===== src/sv/osst_pkg.sv =====
// ----------------------------------------------------------------------------
// osst_pkg
// Types and defaults shared by the successor table controller and datapath.
// ----------------------------------------------------------------------------
package osst_pkg;

    localparam int CAPACITY_DEF = 1024;
    localparam int KEY_BITS_DEF = 30;

    // Command codes carried in tuser on the slave side
    localparam logic CMD_ADD   = 1'b0;
    localparam logic CMD_QUERY = 1'b1;

    typedef enum logic [2:0] {
        ST_IDLE,
        ST_SRCH_RD,
        ST_SRCH_CMP,
        ST_EVAL,
        ST_SH_RD,
        ST_SH_WR,
        ST_RESULT
    } t_state;

    typedef enum logic [1:0] {
        RD_MID,
        RD_POS,
        RD_SHIFT
    } t_rd_sel;

    typedef struct packed {
        logic    load;       // capture item, open the search range
        logic    rd_en;      // table read
        t_rd_sel rd_sel;     // read address source
        logic    step;       // narrow the search range
        logic    eval;       // latch the pending result
        logic    shift_init; // shift pointer one past the last stored entry
        logic    shift_wr;   // move one entry up a slot
        logic    ins_wr;     // write new key at its place, bump count
        logic    out_load;   // move pending result to the output register
    } t_dp_cmd;

    typedef struct packed {
        logic range_open; // search range not yet empty
        logic go_insert;  // add of a new key with room left
        logic at_pos;     // shift pointer reached insert position
        logic out_free;   // output register can take a result
    } t_dp_stat;

endpackage


===== src/sv/osst_ctrl.sv =====
// ----------------------------------------------------------------------------
// osst_ctrl
// Sequencer for search, insert shift and result hand-off.
// ----------------------------------------------------------------------------
module osst_ctrl
    import osst_pkg::*;
(
    input  logic     i_clk,
    input  logic     i_rst_n,
    input  logic     i_s_valid,
    output logic     o_s_ready,
    input  t_dp_stat i_stat,
    output t_dp_cmd  o_cmd
);

    t_state r_state;
    t_state n_state;

    always_ff @(posedge i_clk) begin
        if (!i_rst_n) begin
            r_state <= ST_IDLE;
        end else begin
            r_state <= n_state;
        end
    end

    always_comb begin
        n_state   = r_state;
        o_cmd     = '0;
        o_cmd.rd_sel = RD_MID;
        o_s_ready = 1'b0;
        case (r_state)
            ST_IDLE: begin
                // no transfer taken while reset is held
                o_s_ready = i_rst_n;
                if (i_rst_n && i_s_valid) begin
                    o_cmd.load = 1'b1;
                    n_state    = ST_SRCH_RD;
                end
            end
            ST_SRCH_RD: begin
                o_cmd.rd_en = 1'b1;
                if (i_stat.range_open) begin
                    o_cmd.rd_sel = RD_MID;
                    n_state      = ST_SRCH_CMP;
                end else begin
                    // range closed: fetch the entry at the lower bound
                    o_cmd.rd_sel = RD_POS;
                    n_state      = ST_EVAL;
                end
            end
            ST_SRCH_CMP: begin
                o_cmd.step = 1'b1;
                n_state    = ST_SRCH_RD;
            end
            ST_EVAL: begin
                o_cmd.eval = 1'b1;
                if (i_stat.go_insert) begin
                    o_cmd.shift_init = 1'b1;
                    n_state          = ST_SH_RD;
                end else begin
                    n_state = ST_RESULT;
                end
            end
            ST_SH_RD: begin
                if (i_stat.at_pos) begin
                    o_cmd.ins_wr = 1'b1;
                    n_state      = ST_RESULT;
                end else begin
                    o_cmd.rd_en  = 1'b1;
                    o_cmd.rd_sel = RD_SHIFT;
                    n_state      = ST_SH_WR;
                end
            end
            ST_SH_WR: begin
                o_cmd.shift_wr = 1'b1;
                n_state        = ST_SH_RD;
            end
            ST_RESULT: begin
                if (i_stat.out_free) begin
                    o_cmd.out_load = 1'b1;
                    n_state        = ST_IDLE;
                end
            end
            default: begin
                n_state = ST_IDLE;
            end
        endcase
    end

endmodule


===== config.mk =====
export PLATFORM = sky130hd
export DESIGN_NAME = osst_ctrl
export DESIGN_NICKNAME = d
export VERILOG_FILES = /design/src/sv/osst_pkg.sv /design/src/sv/osst_ctrl.sv
export SDC_FILE = /design/constraint.sdc
export NUM_CORES = 1
export LEC_CHECK = 0
export ABC_CLOCK_PERIOD_IN_PS = 1100
export BUFFER_PORTS_ARGS = -buffer_cell sky130_fd_sc_hd__buf_4
export CAP_MARGIN = 15
export CORE_AREA = 2 2 39 41
export CTS_CLUSTER_SIZE = 28
export DETAILED_ROUTE_END_ITERATION = 8
export DIE_AREA = 0 0 41 43
export GPL_ROUTABILITY_DRIVEN = 0
export PLACE_DENSITY = 0.48
export SYNTH_ARGS = -nofsm -noshare
export SYNTH_HDL_FRONTEND = slang
export SYNTH_SLANG_ARGS = --single-unit

===== constraint.sdc =====
create_clock -name i_clk -period 1.1 [get_ports i_clk]
set_input_delay 0.22 -clock i_clk [delete_from_list [all_inputs] [get_ports i_clk]]
set_output_delay 0.22 -clock i_clk [all_outputs]
set_load 0.1 [all_outputs]

Yosys cells after proc, flatten, opt, wreduce, memory -nomap -nowiden
Index checks and enable logic that the tools add are counted.
- equal/unequal tests: 8
- multiplexer cells: 20
- reductions and logical operators: 3
- operator list (cell ; number):
    case mux 3 bit (7 select lines) ; 1
    two-way mux 1 bit ; 12
    == test 3 bit, second input constant ; 3
    two-way mux 3 bit ; 3
    == test 3 x 2 -> 1 bit, second input constant ; 2
    two-way mux 2 bit ; 3
    case mux 3 bit (2 select lines) ; 1
    inequality test 2 bit, second input constant ; 2
    == test 3 x 1 -> 1 bit, second input constant ; 1
    zero test 3 bit ; 1
    AND reduction 2 bit ; 1
    logical AND 1 bit ; 1
- register bits after elaboration: 3
- output and inout bits: 11
- word-level logic and storage cells: 32
- input port bits: 7

Logic depth before layout (Yosys ltp)
- word-level depth: 3
- gate-level depth with buffers: 4
- mapped depth without buffers: 3

Worst setup path before layout
Ideal clock, no wire load.
- path kind: reg-to-output
- from: register r_state[0]
- to: output o_cmd[9] in the netlist's numbering
- required time: 0.880 ns
- slack: -2.272 ns
- arrival time: 3.152 ns
- cell stages (with the launch flop): 4
- cell sequence: dfxtp_1 > buf_6 > nor4b_2 > and2_1
- RTL lines (item ; RTL line ; text):
    from (decl) ; osst_ctrl.sv:16 ; t_state r_state;
    from (signal assigned) ; osst_ctrl.sv:23 ; r_state <= n_state;
    to (decl) ; osst_ctrl.sv:13 ; output t_dp_cmd o_cmd

==> run summary <==
The number of H-tree levels was 1. The iteration-0 DRC count of the detailed router was 1. Each instance of the synthesized netlist takes up on average 8.30 um2.

In this run the register-to-register setup slack is -0.31 ns. The overall via count from detail_route is 422, and the total of max-cap violations is 0. The average wire per standard cell is 11.8 um. The startpoint identified for the worst register-to-register timing path is r_state[0]$_SDFFE_PN0P_. Synthesis produced a netlist with a net count of 40. Setup repair after global routing could not meet its margin everywhere. The summed instance area of the synthesized netlist came out at 274 um2.

The number of slew-limit violations in the final report was 0. Summing all placed instances gives a cell area of 592 um2. The fraction of layout instances using a drive strength above 1 was 0.842; the xor and xnor area share after synthesis was 0. The area growth from synthesis to layout is 231%. At the worst endpoint, the arrival time is 1.34 ns. The estimated wirelength of the detail-placed design was 702 um; the number of antenna violations at the first check in global routing was 0. Of all cell types, the one taking the most synthesized area is sky130_fd_sc_hd__dfxtp_1. The final worst slack is -0.458 ns, and the achievable frequency is 642 MHz. The leakage power total was 0.396 nW.

The area share of the leading cell type in the synthesized netlist was 0.219. For this block, the routed nets add up to 1.09 mm of wire. The largest net degree at the start of global routing is 7, and the adder-cell share of the synthesized area is 0.

The logs give 0.00138 mm2 for the area of the core region and 2 for the maximum count of clock buffers along a single path. The worst path in the final design needs a cycle of 1.56 ns, including I/O delays and setup. The via count normalized by instance count was 4.59; the number of synthesized flops with an enable pin was 0. The area of the multi-input gates was 285 um2.

Sorting the synthesized cells by how often they occur yields 3 x sky130_fd_sc_hd__a21oi_1, 3 x sky130_fd_sc_hd__dfxtp_1, 3 x sky130_fd_sc_hd__nand2_1, 3 x sky130_fd_sc_hd__nor3_1. The number of top-level pins came out at 18. The final reports fail on negative setup slack. Buffer cell driving the clock tree root: sky130_fd_sc_hd__clkbuf_4.

The mux share of post-synthesis cell area was 0. The part of the cycle the worst path needs came out at 1.42. The area fraction in compound gates after synthesis works out to 0.169. The total count of hold-check failures in the final report was 0; the number of synthesized register bits was 3. The run gives 0.00259 ns as the largest clock skew in the final design.

Power spread over the standard cell area amounts to 1090 mW/mm2. For the worst-skew pair, the clock arrives at the later sink with an insertion delay of 0.23 ns. The starting utilization of the core area is 0.198.

For the number of global-route vias before repair, the log shows 412. Yosys mapped the design onto 21 distinct sky130hd cell types. The highest cell delay on the worst timing path is 0.40 ns, and the worst reg-to-reg path cell count is 7.

In this run the critical register-to-register path is captured at r_state[2]$_SDFFE_PN0P_. Before antenna repair, the detailed router went through 4 iterations. The total setup violations reported at the end of the flow is 14. The most used flip-flop cell after synthesis is sky130_fd_sc_hd__dfxtp_1. On the final layout, the worst hold slack is 0.318 ns. The total routing resource utilization after global routing was 0.155. The largest registers in the layout are r_state (3).

Leaving out filler cells and counting taps, the final layout contains 92. The count of buffers from port buffering came out at 17. The overall power was 989 uW; the CTS clock-pin slew for the worst setup and hold paths was 0.04 ns.

Critical setup path kind: flip-flop to primary output. The tools report the number of fillers in the final layout as 107. The flow ran to the end, but the final reports show violations. The largest fanout on the critical path is 4. Synthesis produced a netlist whose cell count is 33.

The logs give 0 for the overall overflow remaining after global route and -0.312 ns for the pre-CTS worst setup slack. The standard cell with the maximum stage delay on the critical path was sky130_fd_sc_hd__or3b_4. The sequential element share of the synthesized area was 0.219.

The tightest min-delay check is of the input port to flip-flop type. Measured along the y axis, the die boundary spans 43 um. The kind of launch point of the worst setup path was a flip-flop.

The fraction of synthesis flops using an asynchronous set or reset pin was 0; the count of synthesis-stage warnings from yosys was 0. The clock drives 3 sinks. The run gives 0.00176 mm2 as the area enclosed by the die boundary. Sorting the synthesized cells by area gives the leading types as sky130_fd_sc_hd__dfxtp_1 22%, sky130_fd_sc_hd__nor4b_2 11%, sky130_fd_sc_hd__buf_6 8.2%. The number of nets with antenna violations after detailed routing came out at 0. The worst setup path is captured at a primary output.

The logs give 0.88 ns for the worst path required time and 0.845 for the normalized max-slew margin. By area, the combinational part of the netlist is dominated by simple AND/OR/NAND/NOR gates. The actual transition at the worst max-transition pin works out to 0.231 ns.

The signal on the critical path passes through or3b_4 > a21oi_4 > buf_12. The most critical setup path has its endpoint at o_cmd[8]. Counting tap cells, the placed design contains a total of 79 instances. The largest register by flop count is r_state.

The logs give 0.000611 V for the worst vdd rail ir drop and 68.8 um2 for the area taken by flip-flops and latches. The most critical setup path has its startpoint at r_state[2]$_SDFFE_PN0P_. The floorplan has 14 rows. The number of antenna diodes in the final layout is 0. The total clock buffers created by CTS was 3. The simple-gate area share of the yosys netlist is 0.502. The first-pass GRT wire length came out at 1.80 mm. The tools report the count of unresolved DRC violations after routing as 0. At the end of the flow, the number of nets in the layout was 84. TritonCTS built the clock tree. The tools report the summed area of non-filler cells in the final layout as 907 um2. The die is 41 um wide. The register with the most flip-flops in the layout has 3 of them.
==> worst min path at each step <==
stage,startpoint,to,cells past startpoint,slack (ns)
after detailed placement,i_rst_n,r_state[1]$_SDFFE_PN0P_,3,0.56
after global routing,i_rst_n,r_state[2]$_SDFFE_PN0P_,3,0.33
after CTS,i_rst_n,r_state[1]$_SDFFE_PN0P_,3,0.32
after global placement,i_rst_n,r_state[1]$_SDFFE_PN0P_,3,0.57
final,i_rst_n,r_state[1]$_SDFFE_PN0P_,3,0.32
after floorplan,i_rst_n,r_state[1]$_SDFFE_PN0P_,1,0.34
==> metrics by stage <==
step           setup TNS, ns  utilization
2_1_floorplan          -6.24            -
3_3_place_gp           -2.51        0.428
3_5_place_dp           -2.68        0.428
4_1_cts                -4.56        0.626
5_1_grt                -5.34        0.656
6_report               -4.67        0.656
==> cell usage in the layout, fill, tap and decap left out, types with 2 or more instances in the layout <==
cell type / n
sky130_fd_sc_hd__buf_6: 9
sky130_fd_sc_hd__and2_4: 2
sky130_fd_sc_hd__nand2_1: 2
sky130_fd_sc_hd__dfxtp_4: 2
sky130_fd_sc_hd__nor4b_4: 2
sky130_fd_sc_hd__buf_12: 10
sky130_fd_sc_hd__buf_4: 21
sky130_fd_sc_hd__nor3_4: 2
sky130_fd_sc_hd__clkbuf_4: 3
==> cell type report <==
type                            instances  area share
Multi-Input combinational cell         27       0.314
Tap cell                               16      0.0221
Timing Repair Buffer                   42       0.559
Clock buffer                            4      0.0290
Sequential cell                         3      0.0759
==> report_power, final <==
part           internal (mW)  total, mW  switching (mW)
combinational          0.319      0.656           0.337
clock                  0.136      0.193          0.0572
sequential             0.121      0.140          0.0195
total                  0.575      0.989           0.414
==> kinds of logic after synthesis <==
logic type / after synthesis
and+or+nand+nor: 20
AOI/OAI and AO/OA: 7
DFF: 3
buffers and inverters: 3
==> repair_timing <==
item,4_1_cts,5_1_grt
buffers inserted,7,3
pin swaps,7,4
endpoints found under the setup margin,14,14
cloned,1,0
hold buffers,0,0
gates resized for setup,44,5
==> critical path, delay by kind of cell, from the launching register on <==
family / cells / cell delay [ns]
simple gates: 1 / 0.40
flops: 1 / 0.37
buf+inv: 1 / 0.19
compound gates: 1 / 0.15
==> routing by layer <==
layer	vias to the layer above	global-route usage	part of all wire	routed length, um
met2	12	0.219	0.53	574
li1	208	-	-	-
met3	2	0.0419	0.039	43
met4	0	0.100	0.011	12
met5	-	0	0	0
met1	200	0.197	0.42	458
Power figures use the tool's default switching activity.
